### src/rlpx_pkg.sv
// Shared constants, types and state encoding for the run-length row pixel expander.
`default_nettype none

package rlpx_pkg;

   localparam int TABLE_ROWS_DEFAULT = 128;
   localparam int ROW_SLOTS_DEFAULT  = 32;

   localparam logic [1:0] OP_WRITE   = 2'd0;
   localparam logic [1:0] OP_RESTART = 2'd1;
   localparam logic [1:0] OP_FETCH   = 2'd2;

   localparam logic       CSR_ROWS_OUT     = 1'b0;
   localparam logic       CSR_ENTRIES_USED = 1'b1;

   localparam logic [7:0] ROWS_OUT_RESET     = 8'd220;
   localparam logic [5:0] ENTRIES_USED_RESET = 6'd25;

   localparam logic [15:0] COLOR_ON  = 16'h07FF;
   localparam logic [15:0] COLOR_OFF = 16'h0000;

   typedef enum logic [1:0] {
      ST_IDLE,
      ST_EVAL,
      ST_LOAD0,
      ST_NEXT
   } state_type;

   typedef struct packed {
      logic req_ready;
      logic do_write;
      logic do_restart;
      logic rd_first;
      logic rd_next;
      logic load_first;
      logic load_next;
      logic emit_pix;
      logic emit_end;
      logic row_adv;
   } cmd_type;

   typedef struct packed {
      logic frame_done;
      logic row_loaded;
      logic run_nz;
      logic next_ok;
      logic rdata_nz;
      logic out_free;
   } stat_type;

endpackage

`default_nettype wire

### src/rlpx_ctrl.sv
// Controller state machine that sequences table writes, restarts and pixel fetches.
`default_nettype none

module rlpx_ctrl
   import rlpx_pkg::*;
(
   input  wire logic       clock,
   input  wire logic       reset,
   input  wire logic       req_valid,
   input  wire logic [1:0] req_opcode,
   input  wire stat_type   stat,
   output cmd_type         cmd
);

   state_type state_ff;
   state_type state_in;

   always_ff @(posedge clock) begin
      if (reset) begin
         state_ff <= ST_IDLE;
      end else begin
         state_ff <= state_in;
      end
   end

   always_comb begin
      state_in = state_ff;
      case (state_ff)
         ST_IDLE: begin
            if (req_valid && req_opcode == OP_FETCH) begin
               state_in = ST_EVAL;
            end
         end
         ST_EVAL: begin
            if (stat.frame_done) begin
               if (stat.out_free) begin
                  state_in = ST_IDLE;
               end
            end else if (!stat.row_loaded) begin
               state_in = ST_LOAD0;
            end else if (stat.run_nz) begin
               if (stat.out_free) begin
                  state_in = ST_IDLE;
               end
            end else if (stat.next_ok) begin
               state_in = ST_NEXT;
            end
         end
         ST_LOAD0: state_in = ST_EVAL;
         ST_NEXT:  state_in = ST_EVAL;
         default:  state_in = ST_IDLE;
      endcase
   end

   always_comb begin
      cmd = '0;
      case (state_ff)
         ST_IDLE: begin
            cmd.req_ready  = 1'b1;
            cmd.do_write   = req_valid && req_opcode == OP_WRITE;
            cmd.do_restart = req_valid && req_opcode == OP_RESTART;
         end
         ST_EVAL: begin
            if (stat.frame_done) begin
               cmd.emit_end = stat.out_free;
            end else if (!stat.row_loaded) begin
               cmd.rd_first = 1'b1;
            end else if (stat.run_nz) begin
               cmd.emit_pix = stat.out_free;
            end else if (stat.next_ok) begin
               cmd.rd_next = 1'b1;
            end else begin
               cmd.row_adv = 1'b1;
            end
         end
         ST_LOAD0: cmd.load_first = 1'b1;
         ST_NEXT: begin
            cmd.load_next = stat.rdata_nz;
            cmd.row_adv   = !stat.rdata_nz;
         end
         default: cmd = '0;
      endcase
   end

endmodule

`default_nettype wire

### config.mk
export PLATFORM = sky130hd
export DESIGN_NAME = rlpx_ctrl
export DESIGN_NICKNAME = d
export VERILOG_FILES = /design/src/rlpx_pkg.sv /design/src/rlpx_ctrl.sv
export SDC_FILE = /design/constraint.sdc
export NUM_CORES = 1
export LEC_CHECK = 0
export ABC_AREA = 1
export BUFFER_PORTS_ARGS = -buffer_cell sky130_fd_sc_hd__clkbuf_2
export CAP_MARGIN = 5
export CORE_AREA = 2 2 39 41
export CTS_CLUSTER_SIZE = 20
export DETAILED_ROUTE_END_ITERATION = 7
export DIE_AREA = 0 0 41 43
export GPL_TIMING_DRIVEN = 0
export PLACE_DENSITY = 0.52
export SLEW_MARGIN = 20
export SYNTH_ARGS = -nofsm -noshare
export SYNTH_HDL_FRONTEND = slang
export SYNTH_SLANG_ARGS = --single-unit
### constraint.sdc
create_clock -name clock -period 1.7 [get_ports clock]
set_clock_uncertainty 0.2 [all_clocks]
set_input_delay 0.085 -clock clock [delete_from_list [all_inputs] [get_ports clock]]
set_output_delay 0.085 -clock clock [all_outputs]
set_load 0.02 [all_outputs]
Word level (Yosys, flattened, before mapping)

Cells that the tools add are included.

Equal/unequal tests: 7
Mux-type cells: 26
Reductions and logical operators: 8

Operator list:

| kind                                                             | count |
|---|---|
| 2-bit two-way mux                                                | 9 |
| 1-bit two-way mux                                                | 14 |
| 2-bit == test (second input constant)                            | 3 |
| 2-bit one-hot mux with 3 select lines                            | 1 |
| 5-bit inequality test (second input constant)                    | 1 |
| 2-bit by 1-bit == test with 1-bit output (second input constant) | 2 |
| 2-bit zero test                                                  | 2 |
| 1-bit logical AND                                                | 3 |
| 3-bit two-way mux                                                | 1 |
| 2-bit inequality test (second input constant)                    | 1 |
| 1-bit one-hot mux with 2 select lines                            | 1 |
| 2-bit AND reduction                                              | 1 |
| 2-bit OR reduction                                               | 1 |
| 1-bit zero test                                                  | 1 |

Register bits after elaboration: 2
Output and inout bits: 10

Longest topological paths before layout

Word-level depth: 5
Mapped depth: 5
Gate-level depth less buffers: 5

Worst setup path after synthesis

No wires, ideal clock.

Path type: register to output
Start: reg state_ff[1]
End: out cmd[7] (netlist bit)
Arrival time: 1,312 ps
Slack: 103 ps
Cell stages (with the launch flop): 4
Cells stage by stage: dfxtp_1 nor2_2 inv_2 nor4_1

RTL lines:

| item                   | line            | source |
|---|---|---|
| from (decl)            | rlpx_ctrl.sv:15 | `state_type state_ff;` |
| from (signal assigned) | rlpx_ctrl.sv:22 | `state_ff <= state_in;` |
| to (decl)              | rlpx_ctrl.sv:12 | `output cmd_type cmd` |

Final worst setup path

Start: reg state_ff[0]
End: reg state_ff[0]

Word-level cells in the longest chain between the ends: 5
Elaborated cells between the ends (all ways): 13

RTL lines:

| item                                  | line            | source |
|---|---|---|
| 2-bit two-way mux (4 in series)       | --              |  |
| 2-bit one-hot mux with 3 select lines | rlpx_ctrl.sv:28 | `case (state_ff)` |

Parallel ways exist; a longest one is shown, timed or not.
A chain may end at the register's enable or synchronous reset.

==> impl_metrics.prom <==
# TYPE chip_impl_metric gauge
chip_impl_metric{name="syn_area",unit="um2"} 217.7
chip_impl_info{name="criticalPathCategory",value="reg2reg"} 1
chip_impl_metric{name="hpwl",unit="um"} 526.9
chip_impl_metric{name="layout-drive-gt1-share",unit="%"} 43.94
chip_impl_metric{name="antenna_violations_before_repair",unit=""} 0
chip_impl_metric{name="finish.utilization",unit="%"} 28.84
chip_impl_metric{name="detail_route.wl_per_cell",unit="um"} 7.927
chip_impl_metric{name="cts_buffer_depth",unit=""} 2
chip_impl_metric{name="leakagePower",unit="nW"} 0.2463
chip_impl_metric{name="synth_nets",unit=""} 51
chip_impl_info{name="start_kind",value="flop"} 1
chip_impl_metric{name="syn_avg_cell_area",unit="um2"} 5.443
chip_impl_metric{name="globalRoute.totalOverflow",unit=""} 0
chip_impl_info{name="critical-path-slowest-cell",value="dlygate4sd3_1"} 1
chip_impl_metric{name="design.core.area",unit="um2"} 1384
chip_impl_info{name="yosys.area.top_type",value="dfxtp_1"} 1
chip_impl_info{name="timing.critical_path.cells",value="inv_2 > nor2_4 > nand3_1 > nand2_1 > nor2_1 > dlygate4sd3_1"} 1
chip_impl_metric{name="start_util",unit="%"} 15.73
chip_impl_metric{name="global_route_wire_length_before_repair",unit="um"} 1083
chip_impl_metric{name="via_count",unit=""} 344
chip_impl_metric{name="cts_made_buffers",unit=""} 3
chip_impl_metric{name="drc_errors",unit=""} 0
chip_impl_metric{name="io_pins",unit=""} 21
chip_impl_metric{name="cp_required",unit="ns"} 1.61
chip_impl_metric{name="share_of_the_synthesized_area_in_the_top_cell_type",unit="%"} 18.39
chip_impl_metric{name="final-setup-viol-count",unit=""} 0
chip_impl_metric{name="ys_seq_elements",unit=""} 2
chip_impl_metric{name="powerDensity",unit="nW/um2"} 547.0
chip_impl_metric{name="postSynthCellCount",unit=""} 40
chip_impl_metric{name="numPortBuffers",unit=""} 20
chip_impl_metric{name="timing.critical_path.slowest_cell_delay",unit="ns"} 0.54
chip_impl_metric{name="r2r_depth",unit=""} 6
chip_impl_metric{name="clk_transition_reported_paths",unit="ns"} 0.03
chip_impl_info{name="critical-path-top-delay-family",value="buffers and inverters"} 1
chip_impl_metric{name="reg2reg_slack",unit="ns"} 0.1
chip_impl_info{name="cts_tree",value="yes"} 1
chip_impl_metric{name="maximum_number_of_pins_on_one_net_before_global_route_repair",unit=""} 6
chip_impl_metric{name="routed_wl",unit="um"} 650
chip_impl_metric{name="timing.final.hold_violations",unit=""} 0
chip_impl_metric{name="max_cap_violations",unit=""} 0
chip_impl_info{name="min_path_type",value="in2reg"} 1
chip_impl_info{name="top_flop_regs",value="state_ff x2"} 1
chip_impl_metric{name="post_cts_buffers",unit=""} 0
chip_impl_metric{name="fp-row-count",unit=""} 14
chip_impl_metric{name="max-vdd-ir-drop",unit="mV"} 0.2060
chip_impl_metric{name="grtUsageTotal",unit="%"} 10.04
chip_impl_metric{name="fin_worst_hold_slack",unit="ns"} 0.04746
chip_impl_metric{name="worstMarginPinSlew",unit="ns"} 0.2242
chip_impl_metric{name="num-fill-cells",unit=""} 162
chip_impl_metric{name="period_minus_slack",unit="ns"} 1.602
chip_impl_info{name="cts-root-buf",value="clkbuf_4"} 1
chip_impl_metric{name="timing_max_transition_violations_final",unit=""} 0
chip_impl_metric{name="fp.dieArea",unit="um2"} 1763
chip_impl_metric{name="timing.slew.headroom",unit="%"} 84.92
chip_impl_info{name="reg2reg_to",value="state_ff[0]"} 1
chip_impl_metric{name="worstPathMaxFanout",unit=""} 5
chip_impl_metric{name="die_y",unit="um"} 43
chip_impl_metric{name="synth_cell_types",unit=""} 13
chip_impl_info{name="run_status",value="finished, final reports clean"} 1
chip_impl_info{name="synth_top_cells_by_area",value="dfxtp_1 (18%), inv_1 (16%), nand2_1 (14%)"} 1
chip_impl_metric{name="htree_levels",unit=""} 1
chip_impl_metric{name="vias_per_cell",unit=""} 4.195
chip_impl_metric{name="num_antenna_cells",unit=""} 0
chip_impl_metric{name="cts_num_sinks",unit=""} 2
chip_impl_metric{name="die-width",unit="um"} 41
chip_impl_metric{name="clk_latency",unit="ns"} 0.23
chip_impl_metric{name="grt_pass1_vias",unit=""} 292
chip_impl_metric{name="number_of_flip_flops_under_the_largest_register_name",unit=""} 2
chip_impl_metric{name="ys_warn_count",unit=""} 0
chip_impl_metric{name="detailedRoute.firstPassIterationCount",unit=""} 4
chip_impl_info{name="hp-start",value="req_valid"} 1
chip_impl_metric{name="cp_num_buf_inv",unit=""} 2
chip_impl_info{name="max_flop_register",value="state_ff"} 1
chip_impl_metric{name="final_nets",unit=""} 79
chip_impl_metric{name="finalSetupTns",unit="ns"} 0
chip_impl_info{name="rsz0062_at_grt",value="false"} 1
chip_impl_metric{name="finalWeightedCongestion",unit=""} 0.7110
chip_impl_info{name="holdPathEnd",value="state_ff[1]"} 1
chip_impl_metric{name="area.growth.synth_to_final",unit="%"} 83.33
chip_impl_metric{name="synth_sequential_area_ratio",unit="%"} 18.39
chip_impl_info{name="rr_startpoint",value="state_ff[0]"} 1
chip_impl_metric{name="timing.fmax",unit="GHz"} 0.6243
chip_impl_metric{name="fraction_of_the_cycle_the_final_worst_path_needs",unit="%"} 94.22
chip_impl_metric{name="ant_nets",unit=""} 0
chip_impl_info{name="type_of_element_capturing_the_critical_path",value="flop"} 1
chip_impl_metric{name="hold_path_depth",unit=""} 5
chip_impl_metric{name="crit_arrival",unit="ns"} 1.51
chip_impl_metric{name="detailedRoute.firstIterationViolations",unit=""} 6
-- routing by layer --
metal / up-vias / GRT usage, % / wire length (um)
met2: 15 / 12.81 / 307
met4: 0 / 12.00 / 0
li1: 181 / - / -
met1: 148 / 10.29 / 282
met3: 0 / 4.712 / 60
met5: - / 0 / 0
-- worst register-to-register path, cell delays in order, from the launching register on --
cell and delay (ns):
dfxtp_2 0.36, inv_2 0.06, nor2_4 0.10, nand3_1 0.11
nand2_1 0.08, nor2_1 0.04, dlygate4sd3_1 0.54
-- stage by stage --
step	total power, mW	worst slack [ns]	cells	area (um2)
final	0.2183	0.09828	82	399.1
after CTS	0.2232	0.02330	83	400.4
after global routing	0.2440	0.01635	82	399.1
after global placement	0.1033	0.4385	76	337.8
after floorplan	0.08042	0.1034	40	217.7
after detailed placement	0.1037	0.4301	76	337.8
-- cell usage after synthesis (all sizes together) --
master,count
nand2,8
inv,11
nand4,1
nor2,7
o31ai,1
nand3,4
and3,1
dfxtp,2
nor3,2
nor4,3
-- report_power, final --
part | internal [mW] | switching, mW
registers | 0.0492 | 0.00230
clock network | 0.0783 | 0.0312
logic | 0.0248 | 0.0326
total | 0.152 | 0.0661
-- final cells by class --
type | instances | area [um2] | area share [%]
inverters | 11 | 41.29 | 10.34
clock buffers | 3 | 22.52 | 5.643
multi-input cells | 27 | 136.4 | 34.17
repair buffers | 23 | 137.6 | 34.48
well taps | 16 | 20.02 | 5.016
flip-flops and latches | 2 | 41.29 | 10.34
-- how the worst max path moves through the flow --
stage	startpoint	endpoint	slack, ns	cells after the start
global placement	state_ff[0]	cmd[0]	0.44	5
global route	state_ff[0]	state_ff[0]	0.02	6
floorplan	state_ff[1]	cmd[7]	0.10	3
detailed placement	state_ff[0]	cmd[0]	0.43	5
finish	state_ff[0]	state_ff[0]	0.1	6
CTS	stat[5]	state_ff[0]	0.02	8
-- placed cells by master, fill, tap and decap left out --
master and count:
nor2_4 1, clkbuf_2 19, dfxtp_2 1, inv_1 8, nor2_2 1, inv_2 3, nand2_1 8, nor4_1 3
dlymetal6s4s_1 1, clkbuf_4 3, dlygate4sd3_1 3, and3_2 1, nand3_1 4, dfxtp_1 1, nor2_1 5, nand4_1 1
nor3_1 2, o31ai_1 1
-- timing repair --
| item | in CTS | in global routing |
|---|---|---|
| hold endpoints to repair | 2 | 0 |
| hold buffers | 4 | 0 |
| endpoints found under the setup margin | 0 | 2 |
| resized for setup | 0 | 3 |
-- cell families (layout without fill, tap and decap cells) --
group           Yosys count  in the layout  share of synthesized area [%]
compound gates            1              1                          3.450
buf+inv                  11             37                          18.97
flops                     2              2                          18.39
simple gates             26             26                          59.20
Note: power is estimated with default switching activity, not from simulation.
